`src/rtl/core/scpf_pkg.sv`:
```
package scpf_pkg;

    localparam int MAX_PAYLOAD = 128;
    localparam int LEN_CAP     = MAX_PAYLOAD + 2;
    localparam int LEN_MIN     = 3;
    localparam int LEN_W       = $clog2(LEN_CAP + 1);

    localparam logic [15:0] START_CODE = 16'hEF01;
    localparam logic [31:0] ADDR_RESET = 32'hFFFF_FFFF;
    localparam logic [7:0]  IDENT_RESET = 8'h01;

    // Configuration register indexes
    localparam int CFG_IDX_W = 1;
    localparam logic [CFG_IDX_W-1:0] REG_DEVICE_ADDRESS    = 1'b0;
    localparam logic [CFG_IDX_W-1:0] REG_PACKET_IDENTIFIER = 1'b1;

    // Command queue between front and back
    localparam int FIFO_DEPTH = 4;
    localparam int FIFO_AW    = $clog2(FIFO_DEPTH);
    localparam int FIFO_CW    = $clog2(FIFO_DEPTH + 1);

    typedef struct packed {
        logic        header;
        logic        last;
        logic [7:0]  data;
        logic [31:0] addr;
        logic [7:0]  ident;
        logic [7:0]  len_hi;
        logic [7:0]  len_lo;
        logic [15:0] csum;
    } cmd_t;

    typedef struct packed {
        logic full;
        logic empty;
    } fifo_status_t;

    typedef enum logic [3:0] {
        SEQ_START_HI,
        SEQ_START_LO,
        SEQ_ADDR_3,
        SEQ_ADDR_2,
        SEQ_ADDR_1,
        SEQ_ADDR_0,
        SEQ_IDENT,
        SEQ_LEN_HI,
        SEQ_LEN_LO,
        SEQ_DATA,
        SEQ_SUM_HI,
        SEQ_SUM_LO
    } seq_t;

endpackage

```
`src/rtl/core/scpf_front.sv`:
```
module scpf_front (
    input  logic                                clk,
    input  logic                                rst_n,
    input  logic                                push,
    input  scpf_pkg::fifo_status_t              status,
    input  logic [7:0]                          data_byte,
    input  logic [7:0]                          frame_length,
    input  logic                                cfg_we,
    input  logic [scpf_pkg::CFG_IDX_W-1:0]      cfg_index,
    input  logic [31:0]                         cfg_data,
    output logic                                cmd_push,
    output scpf_pkg::cmd_t                      cmd
);
    import scpf_pkg::*;

    logic             frame_open_reg, frame_open_next;
    logic [7:0]       bytes_remaining_reg, bytes_remaining_next;
    logic [15:0]      running_sum_reg, running_sum_next;
    logic [31:0]      device_address_reg, device_address_next;
    logic [7:0]       packet_identifier_reg, packet_identifier_next;

    logic [LEN_W-1:0] len_sat;
    logic [7:0]       len_hi;
    logic [7:0]       len_lo;
    logic [7:0]       rem0;
    logic [7:0]       rem1;
    logic [15:0]      sum0;
    logic [15:0]      sum1;
    logic             is_last;

    assign cmd_push = push && !status.full;

    // Clamp the length field to the legal window
    always_comb
    begin
        len_sat = LEN_W'(frame_length);
        if (len_sat > LEN_W'(LEN_CAP))
        begin
            len_sat = LEN_W'(LEN_CAP);
        end
        if (len_sat < LEN_W'(LEN_MIN))
        begin
            len_sat = LEN_W'(LEN_MIN);
        end
    end

    assign len_hi = 8'(len_sat >> 8);
    assign len_lo = len_sat[7:0];

    always_comb
    begin
        if (frame_open_reg)
        begin
            rem0 = bytes_remaining_reg;
            sum0 = running_sum_reg;
        end
        else
        begin
            rem0 = 8'(len_sat - LEN_W'(2));
            sum0 = 16'(len_hi) + 16'(len_lo) + 16'(packet_identifier_reg);
        end
        rem1    = rem0 - 8'd1;
        sum1    = sum0 + 16'(data_byte);
        is_last = (rem1 == 8'd0);
    end

    always_comb
    begin
        cmd.header = !frame_open_reg;
        cmd.last   = is_last;
        cmd.data   = data_byte;
        cmd.addr   = device_address_reg;
        cmd.ident  = packet_identifier_reg;
        cmd.len_hi = len_hi;
        cmd.len_lo = len_lo;
        cmd.csum   = sum1;
    end

    always_comb
    begin
        frame_open_next      = frame_open_reg;
        bytes_remaining_next = bytes_remaining_reg;
        running_sum_next     = running_sum_reg;
        if (cmd_push)
        begin
            if (is_last)
            begin
                frame_open_next      = 1'b0;
                bytes_remaining_next = 8'd0;
                running_sum_next     = 16'd0;
            end
            else
            begin
                frame_open_next      = 1'b1;
                bytes_remaining_next = rem1;
                running_sum_next     = sum1;
            end
        end
    end

    always_comb
    begin
        device_address_next    = device_address_reg;
        packet_identifier_next = packet_identifier_reg;
        if (cfg_we)
        begin
            case (cfg_index)
                REG_DEVICE_ADDRESS:    device_address_next    = cfg_data;
                REG_PACKET_IDENTIFIER: packet_identifier_next = cfg_data[7:0];
                default:               ;
            endcase
        end
    end

    always_ff @(posedge clk or negedge rst_n)
    begin
        if (!rst_n)
        begin
            frame_open_reg        <= 1'b0;
            bytes_remaining_reg   <= 8'd0;
            running_sum_reg       <= 16'd0;
            device_address_reg    <= ADDR_RESET;
            packet_identifier_reg <= IDENT_RESET;
        end
        else
        begin
            frame_open_reg        <= frame_open_next;
            bytes_remaining_reg   <= bytes_remaining_next;
            running_sum_reg       <= running_sum_next;
            device_address_reg    <= device_address_next;
            packet_identifier_reg <= packet_identifier_next;
        end
    end

endmodule

```
`src/rtl/core/scpf_cmd_fifo.sv`:
```
module scpf_cmd_fifo (
    input  logic                   clk,
    input  logic                   rst_n,
    input  logic                   wr_en,
    input  scpf_pkg::cmd_t         wr_cmd,
    input  logic                   rd_en,
    output scpf_pkg::cmd_t         rd_cmd,
    output scpf_pkg::fifo_status_t status
);
    import scpf_pkg::*;

    cmd_t               mem_reg [FIFO_DEPTH];
    logic [FIFO_AW-1:0] wr_ptr_reg, wr_ptr_next;
    logic [FIFO_AW-1:0] rd_ptr_reg, rd_ptr_next;
    logic [FIFO_CW-1:0] count_reg, count_next;
    logic               do_wr;
    logic               do_rd;

    assign status.full  = (count_reg == FIFO_CW'(FIFO_DEPTH));
    assign status.empty = (count_reg == '0);
    assign do_wr        = wr_en && !status.full;
    assign do_rd        = rd_en && !status.empty;
    assign rd_cmd       = mem_reg[rd_ptr_reg];

    always_comb
    begin
        wr_ptr_next = do_wr ? wr_ptr_reg + 1'b1 : wr_ptr_reg;
        rd_ptr_next = do_rd ? rd_ptr_reg + 1'b1 : rd_ptr_reg;
        count_next  = count_reg;
        if (do_wr && !do_rd)
        begin
            count_next = count_reg + 1'b1;
        end
        else if (do_rd && !do_wr)
        begin
            count_next = count_reg - 1'b1;
        end
    end

    always_ff @(posedge clk or negedge rst_n)
    begin
        if (!rst_n)
        begin
            wr_ptr_reg <= '0;
            rd_ptr_reg <= '0;
            count_reg  <= '0;
        end
        else
        begin
            wr_ptr_reg <= wr_ptr_next;
            rd_ptr_reg <= rd_ptr_next;
            count_reg  <= count_next;
        end
    end

    always_ff @(posedge clk)
    begin
        if (do_wr)
        begin
            mem_reg[wr_ptr_reg] <= wr_cmd;
        end
    end

endmodule

```
`src/rtl/core/scpf_back.sv`:
```
module scpf_back (
    input  logic           clk,
    input  logic           rst_n,
    input  scpf_pkg::cmd_t head,
    input  logic           cmd_empty,
    output logic           cmd_pop,
    input  logic           pop,
    output logic           empty,
    output logic [7:0]     out_byte,
    output logic           end_of_frame,
    output logic           last_of_run
);
    import scpf_pkg::*;

    seq_t       step_reg, step_next;
    logic       mid_reg, mid_next;
    logic       out_valid_reg, out_valid_next;
    logic [7:0] out_byte_reg;
    logic       eof_reg;
    logic       lor_reg;

    seq_t       cur_step;
    seq_t       end_step;
    seq_t       succ_step;
    logic       advance;
    logic       done;
    logic [7:0] byte_sel;

    assign cur_step = mid_reg ? step_reg : (head.header ? SEQ_START_HI : SEQ_DATA);
    assign end_step = head.last ? SEQ_SUM_LO : SEQ_DATA;
    assign advance  = (!out_valid_reg || pop) && !cmd_empty;
    assign done     = (cur_step == end_step);
    assign cmd_pop  = advance && done;

    // Next state
    always_comb
    begin
        case (cur_step)
            SEQ_START_HI: succ_step = SEQ_START_LO;
            SEQ_START_LO: succ_step = SEQ_ADDR_3;
            SEQ_ADDR_3:   succ_step = SEQ_ADDR_2;
            SEQ_ADDR_2:   succ_step = SEQ_ADDR_1;
            SEQ_ADDR_1:   succ_step = SEQ_ADDR_0;
            SEQ_ADDR_0:   succ_step = SEQ_IDENT;
            SEQ_IDENT:    succ_step = SEQ_LEN_HI;
            SEQ_LEN_HI:   succ_step = SEQ_LEN_LO;
            SEQ_LEN_LO:   succ_step = SEQ_DATA;
            SEQ_DATA:     succ_step = SEQ_SUM_HI;
            SEQ_SUM_HI:   succ_step = SEQ_SUM_LO;
            default:      succ_step = SEQ_DATA;
        endcase

        step_next = step_reg;
        mid_next  = mid_reg;
        if (advance)
        begin
            if (done)
            begin
                mid_next = 1'b0;
            end
            else
            begin
                mid_next  = 1'b1;
                step_next = succ_step;
            end
        end
    end

    // Outputs: pick the byte for the current step
    always_comb
    begin
        case (cur_step)
            SEQ_START_HI: byte_sel = START_CODE[15:8];
            SEQ_START_LO: byte_sel = START_CODE[7:0];
            SEQ_ADDR_3:   byte_sel = head.addr[31:24];
            SEQ_ADDR_2:   byte_sel = head.addr[23:16];
            SEQ_ADDR_1:   byte_sel = head.addr[15:8];
            SEQ_ADDR_0:   byte_sel = head.addr[7:0];
            SEQ_IDENT:    byte_sel = head.ident;
            SEQ_LEN_HI:   byte_sel = head.len_hi;
            SEQ_LEN_LO:   byte_sel = head.len_lo;
            SEQ_DATA:     byte_sel = head.data;
            SEQ_SUM_HI:   byte_sel = head.csum[15:8];
            SEQ_SUM_LO:   byte_sel = head.csum[7:0];
            default:      byte_sel = head.data;
        endcase
    end

    always_comb
    begin
        out_valid_next = out_valid_reg;
        if (advance)
        begin
            out_valid_next = 1'b1;
        end
        else if (pop)
        begin
            out_valid_next = 1'b0;
        end
    end

    always_ff @(posedge clk or negedge rst_n)
    begin
        if (!rst_n)
        begin
            step_reg      <= SEQ_DATA;
            mid_reg       <= 1'b0;
            out_valid_reg <= 1'b0;
        end
        else
        begin
            step_reg      <= step_next;
            mid_reg       <= mid_next;
            out_valid_reg <= out_valid_next;
        end
    end

    always_ff @(posedge clk)
    begin
        if (advance)
        begin
            out_byte_reg <= byte_sel;
            eof_reg      <= (cur_step == SEQ_SUM_LO);
            lor_reg      <= done;
        end
    end

    assign empty        = !out_valid_reg;
    assign out_byte     = out_byte_reg;
    assign end_of_frame = eof_reg;
    assign last_of_run  = lor_reg;

endmodule

```
`src/rtl/core/sensor_command_packet_framer.sv`:
```
// Command packet framer for a fingerprint sensor module's serial link. Push one
// payload byte per transfer; the transfer that opens a frame also carries
// frame_length (payload count plus two, clamped to 3..MAX_PAYLOAD+2). Pop the
// serial stream one byte per transfer: start code EF01, device address (MSB
// first), packet identifier, length high and low, the payload bytes, then the
// 16-bit wrapping checksum of length bytes, identifier and payload, high byte
// first. end_of_frame marks the checksum low byte; last_of_run marks the last
// byte produced by each pushed item. An item yields 1 byte (mid-frame), 3
// (closing), 10 (opening) or 12 (single-byte frame). The output side runs at
// one byte per cycle while pop is held and the queue is not empty, set by
// the byte serializer in the back end; the input side takes an item every
// cycle while the four-entry command queue between the classifier and the
// serializer has room, so full rises only when the consumer or a header
// burst falls behind. An item's first byte goes through the queue, then the
// serializer's output register, when both are empty. device_address and
// packet_identifier are sampled at the frame's first transfer; write them
// with cfg_we/cfg_index/cfg_data while the block is idle.
module sensor_command_packet_framer (
    input  logic                           clk,
    input  logic                           rst_n,
    input  logic                           push,
    output logic                           full,
    input  logic [7:0]                     data_byte,
    input  logic [7:0]                     frame_length,
    output logic                           empty,
    input  logic                           pop,
    output logic [7:0]                     out_byte,
    output logic                           end_of_frame,
    output logic                           last_of_run,
    input  logic                           cfg_we,
    input  logic [scpf_pkg::CFG_IDX_W-1:0] cfg_index,
    input  logic [31:0]                    cfg_data
);
    import scpf_pkg::*;

    fifo_status_t q_status;
    cmd_t         front_cmd;
    cmd_t         head_cmd;
    logic         cmd_push;
    logic         cmd_pop;

    // Front: accept, track frame state, build one command per item
    scpf_front u_front (
        .clk          (clk),
        .rst_n        (rst_n),
        .push         (push),
        .status       (q_status),
        .data_byte    (data_byte),
        .frame_length (frame_length),
        .cfg_we       (cfg_we),
        .cfg_index    (cfg_index),
        .cfg_data     (cfg_data),
        .cmd_push     (cmd_push),
        .cmd          (front_cmd)
    );

    // Decouple classification from serialization
    scpf_cmd_fifo u_fifo (
        .clk    (clk),
        .rst_n  (rst_n),
        .wr_en  (cmd_push),
        .wr_cmd (front_cmd),
        .rd_en  (cmd_pop),
        .rd_cmd (head_cmd),
        .status (q_status)
    );

    // Back: expand each command into its bytes
    scpf_back u_back (
        .clk          (clk),
        .rst_n        (rst_n),
        .head         (head_cmd),
        .cmd_empty    (q_status.empty),
        .cmd_pop      (cmd_pop),
        .pop          (pop),
        .empty        (empty),
        .out_byte     (out_byte),
        .end_of_frame (end_of_frame),
        .last_of_run  (last_of_run)
    );

    assign full = q_status.full;

endmodule

```
`config.mk`:
```
export PLATFORM = sky130hd
export DESIGN_NAME = sensor_command_packet_framer
export DESIGN_NICKNAME = d
export VERILOG_FILES = /design/src/rtl/core/scpf_pkg.sv /design/src/rtl/core/scpf_front.sv /design/src/rtl/core/scpf_cmd_fifo.sv /design/src/rtl/core/scpf_back.sv /design/src/rtl/core/sensor_command_packet_framer.sv
export SDC_FILE = /design/constraint.sdc
export NUM_CORES = 1
export LEC_CHECK = 0
export BUFFER_PORTS_ARGS = -buffer_cell sky130_fd_sc_hd__buf_2
export CAP_MARGIN = 20
export CORE_ASPECT_RATIO = 0.7
export CORE_MARGIN = 1.5
export CORE_UTILIZATION = 40
export DETAILED_ROUTE_END_ITERATION = 7
export PLACE_DENSITY = 0.62
export SETUP_SLACK_MARGIN = 0.1
export SLEW_MARGIN = 10
export SYNTH_ARGS = -nofsm -noshare
export SYNTH_HDL_FRONTEND = slang
export SYNTH_HIERARCHICAL = 1
export SYNTH_SLANG_ARGS = --single-unit
```
`constraint.sdc`:
```
create_clock -name clk -period 9.1 [get_ports clk]
set_input_delay 0.455 -clock clk [delete_from_list [all_inputs] [get_ports clk]]
set_output_delay 0.455 -clock clk [all_outputs]
set_load 0.05 [all_outputs]
```
* After elaboration in Yosys (flattened, before gate mapping)
Memories as Yosys holds them, arrays and structs flattened. A register that Yosys moved wholly into a read port is not among the register bits.
Cells that the tools add are included.
W data, S select, Z words.
** Word-level totals
- Memories kept :: 2
- Input bits :: 54
- RAM bits :: 296
- Register bits :: 84
- Output and inout bits :: 12
- Memory bits (read-only) :: 64
- Word-level logic and storage cells :: 80
** Memory list
- u_fifo.mem_reg :: depth 4, width 74, read ports 1, clocked after memory_dff 0, write ports 1, RTL line scpf_cmd_fifo.sv:12 : cmd_t mem_reg [FIFO_DEPTH];
- (name not given) :: depth 16, width 4, read ports 1, clocked after memory_dff 1, write ports 0, RTL line scpf_back.sv:38 : case (cur_step)
** Operators by class
- Equality and inequality tests :: 12
- Reductions and logical operators :: 23
- Mux-type cells :: 18
- Bitwise logic cells :: 2
- Magnitude comparators :: 2
- Add/sub/neg operators :: 8
** Operator list (number)
- $pmux W8 S11 :: 1
- $mux W16 :: 2
- $mux W8 :: 4
- $add A16 B8 Y16 :: 1
- $eq A4 B3 Y1 const B :: 4
- $eq A4 B4 Y1 const B :: 3
- $add A8 B8 Y9 :: 1
- $eq A4 B2 Y1 const B :: 2
- $gt A8 B8 Y1 const B :: 1
- $logic_not A8 Y1 :: 1
- $lt A8 B2 Y1 const B :: 1
- $mux W4 :: 2
- $sub A8 B1 Y8 const B :: 1
- $sub A8 B2 Y8 const B :: 1
- $logic_and A1 B1 Y1 :: 7
- $logic_not A1 Y1 :: 7
- $mux W1 :: 6
- $mux W3 :: 2
- $reduce_and A2 Y1 :: 3
- $add A2 B1 Y2 const B :: 2
- $eq A4 B1 Y1 const B :: 1
- $eq A4 B4 Y1 :: 1
- $logic_not A4 Y1 :: 1
- $reduce_bool A2 Y1 :: 2
- other kinds (7) :: 8

* Depth between registers and ports, before layout
Gate-level depths: netlist of the first run.
- Word-level depth :: 9
- Mapped depth :: 21
- Gate-level depth less buffers :: 21

* By module
The synthesis of the first run kept the hierarchy.
** Modules (own cells, without submodules)
- scpf_cmd_fifo :: sequential area each 10024.6 um^2, area an instance 12249.2 um^2, times used 1, cells an instance 464
- scpf_front :: sequential area each 1667.8 um^2, area an instance 4144.0 um^2, times used 1, cells an instance 423
- scpf_back :: sequential area each 452.9 um^2, area an instance 1365.1 um^2, times used 1, cells an instance 146

* Worst setup path before layout of the first run
OpenSTA, ideal clock, no wires.
- Path kind :: in2reg
- Start :: input frame_length[7]
- End :: register u_front.running_sum_reg[11]
- Setup time :: 0.076 ns
- Path slack :: 4.731 ns
- Data required time :: 9.024 ns
- Path buffers :: 1
- Arrival :: 4.293 ns
- Stages :: 18
- Cell sequence :: buf_2 inv_1 maj3_1 ha_1 fa_1 a211oi_1 o21bai_1 a21oi_1 xor2_1 o21ai_0 ha_1 a21oi_1 a21oi_1 o21ai_0 nor2b_1 nand3_1 or4_1 o21ai_1
** RTL lines
- from (decl) :: RTL line sensor_command_packet_framer.sv:24 : input logic [7:0] frame_length,
- to (signal assigned) :: RTL line scpf_front.sv:129 : running_sum_reg <= running_sum_next;
- to (decl) :: RTL line scpf_front.sv:18 : logic [15:0] running_sum_reg, running_sum_next;

==> impl_metrics.yaml, run 1 <==
synthesis:
  syn_inst: 1033
  synth.ff_latch_count: 416
  avgSynthCellArea_sq_um: 17.19
  synth_edf_count: 338
  synth_seq_area_share: 0.6839
  ys.flop_type: "edfxtp_1"
  ys_warn_count: 6
  synth_area_sq_um: 17760
  async_reset_ff_frac: 0.1875
  synth.distinct_cells: 75
global_routing:
  track_usage: 0.1747
  grt_max_degree: 66
  overflow: 0
  grt_pass1_vias: 9267
  grt_pass1_wl_um: 58590
  antenna_found_initial: 3
power:
  ir_drop_uv: 247.9
  powerDensity_nw_per_um2: 350.4
  p_leak_uw: 0.006880
timing:
  fin_crit_ns: 4.563
  rsz0062_at_grt: "false"
  finalSetupViolCount: 0
  finalCritPeriodShare: 0.5014
  finalHoldViolCount: 0
  fin_ws_ns: 4.537
  finalSetupTns_ns: 0
  fmax_ghz: 0.2192
  drv_slew: 0
  tightestPinTransition_ns: 1.047
  slew_headroom: 0.3018
  skew_ns: 0.03108
layout:
  fin_util: 0.4556
  nFillCells: 3833
  design_area_sq_um: 19920
  area_growth_pct: 12.16
  largest_reg_flops: 328
  final_nets: 1183
  layout-drive-gt1-share: 0.2884
setup_path:
  crit_family: "adder cells"
  path_max_fanout: 18
  endpoint_kind: "flop"
  path_buf_inv: 2
  path_class: "input port to flop"
  arrival_ns: 5.03
  crit_top_cell: "a21oi_1"
  cp_slowest_cell: "or4_1"
  path_cells: "buf_2 > inv_1 > maj3_1 > ha_1 > fa_1 > a211oi_1 > o21bai_1 > a21oi_1 > xor2_1 > o21ai_0 > ha_1 > a21oi_1 > a21oi_1 > o21ai_0 > nor2b_1 > nand3_1 > or4_1 > o21ai_1"
  slowest_delay_ns: 0.53
  worstSetupStartpointType: "input port"
  cp.required_ns: 9.56
floorplan:
  coreArea_sq_um: 43720
  dieWidth_um: 254.8
  rows: 64
  start_util: 0.4062
  die_h_um: 179.3
  dieArea_sq_um: 45690
  pin_count: 66
clocking:
  clk_pin_slew_ns: 0.06
  insertion_delay_ns: 0.54
  h-tree-depth: 2
  cts-buffers-inserted: 40
  cts-root-buf: "clkbuf_16"
  clockBufferDepth: 3
  cts.sinks: 416
  cts_setup_buffers: 0
  cts_tree: "done"
min_path:
  hold_class: "input port to flop"
routing:
  wl_per_cell_um: 22.54
  drt_first_pass_iters: 5
  vias: 9291
  vias_per_cell: 5.392
  ant_nets: 0
  first_iter_violations: 743
  drc: 0
  routed_wl_um: 38840
placed_design:
  placed_area_sq_um: 18560
  dpl_worst_slack_ns: 4.047
  place_congestion: 0.8354
  place.detailed.hpwl_um: 24910
  port-buffer-count: 65
job:
  cap_violations: 0
outcome:
  outcome: "complete, no violations"
==> worst paths after layout <==
| kind | from | depth (start not counted) | end | slack [ns] |
|---|---|---|---|---|
| setup / recovery | frame_length[7] | 18 | u_front/running_sum_reg[11] | 4.54 |
| hold / removal | cfg_data[20] | 2 | u_front/device_address_reg[20] | 0.15 |
| setup reg to reg | u_front/packet_identifier_reg[0] | 15 | u_front/running_sum_reg[11] | 4.97 |
| hold reg to reg | u_front/bytes_remaining_reg[0] | 2 | u_front/bytes_remaining_reg[0] | 0.47 |
| max in group asynchronous | rst_n | 3 | u_back/step_reg[1] | 7.59 |
| min in group asynchronous | rst_n | 2 | u_front/packet_identifier_reg[2] | 0.44 |
==> metal layers <==
layer	up-vias	wire, um	global-route usage
li1	4184	-	-
met1	4786	18590	0.2637
met2	272	17060	0.2575
met3	47	2549	0.04094
met4	2	627	0.03575
met5	-	11	0
==> power by group <==
group	switching, uW	internal [uW]	leakage, uW	total [uW]
combinational	1450	925	0.00224	2370
sequential	248	2700	0.00400	2950
clock	690	969	0.000637	1660
==> synthesized netlist by cell type, drive strengths merged (4+ instances only) <==
cell | count | share of area
inv | 27 | 0.0057
a21oi | 23 | 0.0067
dfstp | 35 | 0.052
nand3 | 12 | 0.0034
a31o | 4 | 0.0020
dfrtp | 43 | 0.061
a2bb2oi | 7 | 0.0035
o21ai | 42 | 0.012
nand2b | 7 | 0.0026
a31oi | 6 | 0.0030
nand2 | 61 | 0.013
buf | 50 | 0.020
nand3b | 6 | 0.0027
mux4 | 82 | 0.10
nor2 | 39 | 0.0082
and2 | 7 | 0.0025
xnor2 | 18 | 0.0089
nor3 | 9 | 0.0025
edfxtp | 338 | 0.57
xor2 | 16 | 0.0079
a222oi | 8 | 0.0045
ha | 30 | 0.021
a22oi | 21 | 0.0089
o22ai | 10 | 0.0035
a22o | 7 | 0.0035
clkbuf | 16 | 0.0034
nor2b | 6 | 0.0021
mux2 | 48 | 0.030
==> per-stage QoR <==
stage          cells  hold WS [ns]  total power (uW)
6_report        1723        0.1461              6980
5_1_grt         1721        0.1332              7338
4_1_cts         1720        0.1244              7045
3_5_place_dp    1646        0.4588              5371
3_3_place_gp    1646        0.4564              5317
2_1_floorplan   1040        0.1594              4659
==> area by class of cell <==
cell class                 count  area (sq um)  area share
antenna                        2         5.005   0.0002513
tap                          594         743.2     0.03731
sequential                   416         12150      0.6101
clock buffer                  59          1155     0.05798
timing repair buffer          80         462.9     0.02324
clock inverter                14         161.4    0.008104
multi-input combinational    531          5136      0.2579
inverter                      27         101.3    0.005088
==> cell families after synthesis <==
| family | Yosys count | synth area share |
|---|---|---|
| AOI/OAI and AO/OA | 158 | 0.06285 |
| xor gates and xnor gates | 34 | 0.01677 |
| adders and majority gates | 34 | 0.02508 |
| buffers and inverters | 93 | 0.02931 |
| DFF | 416 | 0.6839 |
| muxes | 132 | 0.1356 |
| other | 1 | 0.0002112 |
| and+or+nand+nor | 165 | 0.04629 |
==> layout by cell type (no fill, tap or decap), types with 34 or more instances in the layout <==
cell / n
edfxtp_1: 338
mux4_2: 82
buf_2: 64
nand2_1: 58
mux2_2: 46
clkbuf_16: 42
dfrtp_1: 41
nor2_1: 39
dfstp_2: 35
o21ai_0: 34
==> repair_timing <==
action | in CTS | in global routing
gates resized for setup | 0 | 0
hold endpoints to repair | 34 | 0
hold buffers | 1 | 0
No activity file was read; power rests on OpenSTA's default activity.
==> run 2, diff against run 1 <==
--- a/config.mk
+++ b/config.mk
@@ -5,13 +5,14 @@
 export SDC_FILE = /design/constraint.sdc
 export NUM_CORES = 1
 export LEC_CHECK = 0
+export ABC_AREA = 1
 export BUFFER_PORTS_ARGS = -buffer_cell sky130_fd_sc_hd__buf_2
 export CAP_MARGIN = 20
 export CORE_ASPECT_RATIO = 0.7
 export CORE_MARGIN = 1.5
 export CORE_UTILIZATION = 40
 export DETAILED_ROUTE_END_ITERATION = 7
-export PLACE_DENSITY = 0.62
+export PLACE_DENSITY = 0.61
 export SETUP_SLACK_MARGIN = 0.1
 export SLEW_MARGIN = 10
 export SYNTH_ARGS = -nofsm -noshare
==> constraint.sdc (replaced) <==
create_clock -name clk -period 4.6 [get_ports clk]
set_input_delay 0.23 -clock clk [delete_from_list [all_inputs] [get_ports clk]]
set_output_delay 0.23 -clock clk [all_outputs]
set_load 0.05 [all_outputs]
==> impl_metrics.yaml, run 2 <==
placed_design:
  placed_area_sq_um: 20140
  place_congestion: 0.8813
  port-buffer-count: 65
  dpl_worst_slack_ns: 0.3756
  place.detailed.hpwl_um: 28330
routing:
  wl_per_cell_um: 17.65
  drc: 0
  routed_wl_um: 44710
  first_iter_violations: 1140
  vias: 12740
  vias_per_cell: 5.028
  ant_nets: 0
  drt_first_pass_iters: 5
floorplan:
  die_h_um: 187.8
  coreArea_sq_um: 48030
  start_util: 0.4061
  rows: 67
  dieArea_sq_um: 50120
  dieWidth_um: 266.9
  pin_count: 66
layout:
  layout-drive-gt1-share: 0.1539
  largest_reg_flops: 328
  area_growth_pct: 11.56
  final_common_cell: "nand2_1"
  final_cell_mix: "nand2_1 (477), edfxtp_1 (338), inv_1 (245)"
  fin_util: 0.4530
  n_antenna_cell: 0
  final_nets: 1935
  design_area_sq_um: 21760
clocking:
  cts-root-buf: "clkbuf_16"
  cts.sinks: 416
  cts_setup_buffers: 0
  insertion_delay_ns: 0.54
  clockBufferDepth: 3
  cts-buffers-inserted: 41
  cts_tree: "done"
  clk_pin_slew_ns: 0.06
  h-tree-depth: 2
global_routing:
  antenna_found_initial: 1
  overflow: 0
  grt_max_degree: 93
  grt_pass1_vias: 12010
  track_usage: 0.1789
  grt_pass1_wl_um: 69330
job:
  cap_violations: 0
min_path:
  min_path_cells: 3
  hold_class: "input port to flop"
setup_path:
  arrival_ns: 4.61
  path_max_fanout: 9
  worstSetupStartpointType: "input port"
  path_class: "input port to flop"
  worst_r2r_path_depth: 24
  cp.required_ns: 5.07
  endpoint_kind: "flop"
outcome:
  outcome: "complete, no violations"
synthesis:
  synth_largest_area_cell: "edfxtp_1"
  synth.ff_latch_count: 416
  syn_inst: 1777
  ys.flop_type: "edfxtp_1"
  synth.most_common_cell: "nand2_1"
  synth_area_sq_um: 19510
  synth_edf_count: 338
  async_reset_ff_frac: 0.1875
  synth_seq_area_share: 0.6226
  synth.area.top_cells: "edfxtp_1 (52%), nand2_1 (9.2%), o211ai_1 (6.4%), dfrtp_1 (5.5%), inv_1 (4.7%)"
  yosysTopAreaCellShare: 0.5203
  ys_warn_count: 6
  synth.distinct_cells: 47
  avgSynthCellArea_sq_um: 10.98
  synth_common_cells: "nand2_1 (477), edfxtp_1 (338), inv_1 (246), o211ai_1 (166), nand3_1 (78)"
timing:
  fin_crit_ns: 4.143
  finalSetupViolCount: 0
  rsz0062_at_grt: "false"
  slew_headroom: 0.4126
  drv_slew: 0
  fmax_ghz: 0.2414
  finalHoldViolCount: 0
  tightestPinTransition_ns: 0.8812
  skew_ns: 0.01390
  finalCritPeriodShare: 0.9005
  fin_ws_ns: 0.4575
power:
  p_leak_uw: 0.009178
  powerDensity_nw_per_um2: 647.3
  ir_drop_uv: 414.2
  power_switching_uw: 5518
  pwr-share-clk: 0.228
  switching_share: 0.3917
  p_int_uw: 8568
  power_frac_comb: 0.372
  seqPwrFrac: 0.400
## run 2: changes by cell type in the layout (fill, tap and decap cells not counted), sizes merged, moves of 9 or more
cell and delta:
nor2 +22, buf +9, o22ai -10, mux2 -24, o211ai +163, dlygate4sd3 +30
nand3 +88, nand4 +29, a22oi -21, mux4 -82, nand2 +432, inv +230
xnor2 -11
## run 2: cells by family (layout without fill, tap and decap cells)
family,Yosys count,after routing,synth area share
and+or+nand+nor,696,696,0.1597
DFF,416,416,0.6226
buffers and inverters,357,451,0.09006
AOI/OAI and AO/OA,234,234,0.08409
adders and majority gates,33,33,0.02232
muxes,24,24,0.01386
xor gates and xnor gates,16,16,0.007184
other,1,8,0.0001922
## run 2: area by class of cell
class	instances	area [sq um]
clock buffers	62	1165
clock inverters	11	105.1
fillers	4438	26270
inverters	259	984.7
multi-input cells	1011	5704
flip-flops and latches	416	12150
well taps	655	819.5
repair buffers	119	835.8
## run 2: per-layer routing
layer	routed length, um	up-vias	global-route usage
li1	-	6161	-
met1	21840	6182	0.2712
met2	19470	339	0.2689
met3	2797	54	0.03191
met4	606	0	0.03431
met5	0	-	0
## run 2: critical path, stage by stage
cell and delay, ns:
dlygate4sd3_1 0.51, buf_2 0.18, inv_2 0.10, o21bai_4 0.23, nand2_1 0.10, nand2_1 0.13, ha_1 0.25, fa_1 0.44
nand3_1 0.10, nand2_1 0.09, and2_1 0.16, o31ai_1 0.26, ha_1 0.34, a21oi_1 0.15, inv_1 0.05, a31oi_1 0.27
o21ai_1 0.19, nand2_1 0.09, nand2_1 0.10, nand2_1 0.09, xor2_1 0.34, nand3_2 0.11, nand2_1 0.08
## run 2: path summary, 6_finish.rpt
| path | slack [ns] | startpoint | end |
|---|---|---|---|
| setup / recovery | 0.46 | frame_length[7] | u_front/running_sum_reg[9] |
| hold / removal | 0.02 | cfg_data[2] | u_front/device_address_reg[2] |
| setup reg to reg | 0.97 | u_front/packet_identifier_reg[0] | u_front/running_sum_reg[14] |
| hold reg to reg | 0.48 | u_front/bytes_remaining_reg[0] | u_front/bytes_remaining_reg[0] |
| max in group asynchronous | 3.34 | rst_n | u_front/device_address_reg[6] |
| min in group asynchronous | 0.32 | rst_n | u_back/out_valid_reg |
## run 2: what timing repair did
action | in CTS | in global routing
endpoints found under the hold margin | 70 | 0
gates resized for setup | 0 | 9
setup endpoints to repair | 0 | 31
hold buffers | 31 | 0
## run 2: power by group through the flow
stage,Combinational (uW),Clock (uW),Sequential [uW]
2_1_floorplan,3750,0,5810
4_1_cts,5210,3280,5630
6_report,5240,3220,5630
5_1_grt,5770,3440,5710
3_3_place_gp,5090,0,5680
3_5_place_dp,5160,0,5700
## run 2: per-stage QoR
| stage | setup TNS (ns) | total power, uW | std cells | hold WS (ns) |
|---|---|---|---|---|
| 6_report | 0 | 14090 | 2533 | 0.01807 |
| 5_1_grt | 0 | 14920 | 2533 | 0.02484 |
| 4_1_cts | 0 | 14130 | 2533 | 0.01269 |
| 3_5_place_dp | 0 | 10860 | 2429 | 0.3612 |
| 3_3_place_gp | 0 | 10770 | 2429 | 0.3574 |
| 2_1_floorplan | -355.41 | 9557 | 1784 | -0.06559 |
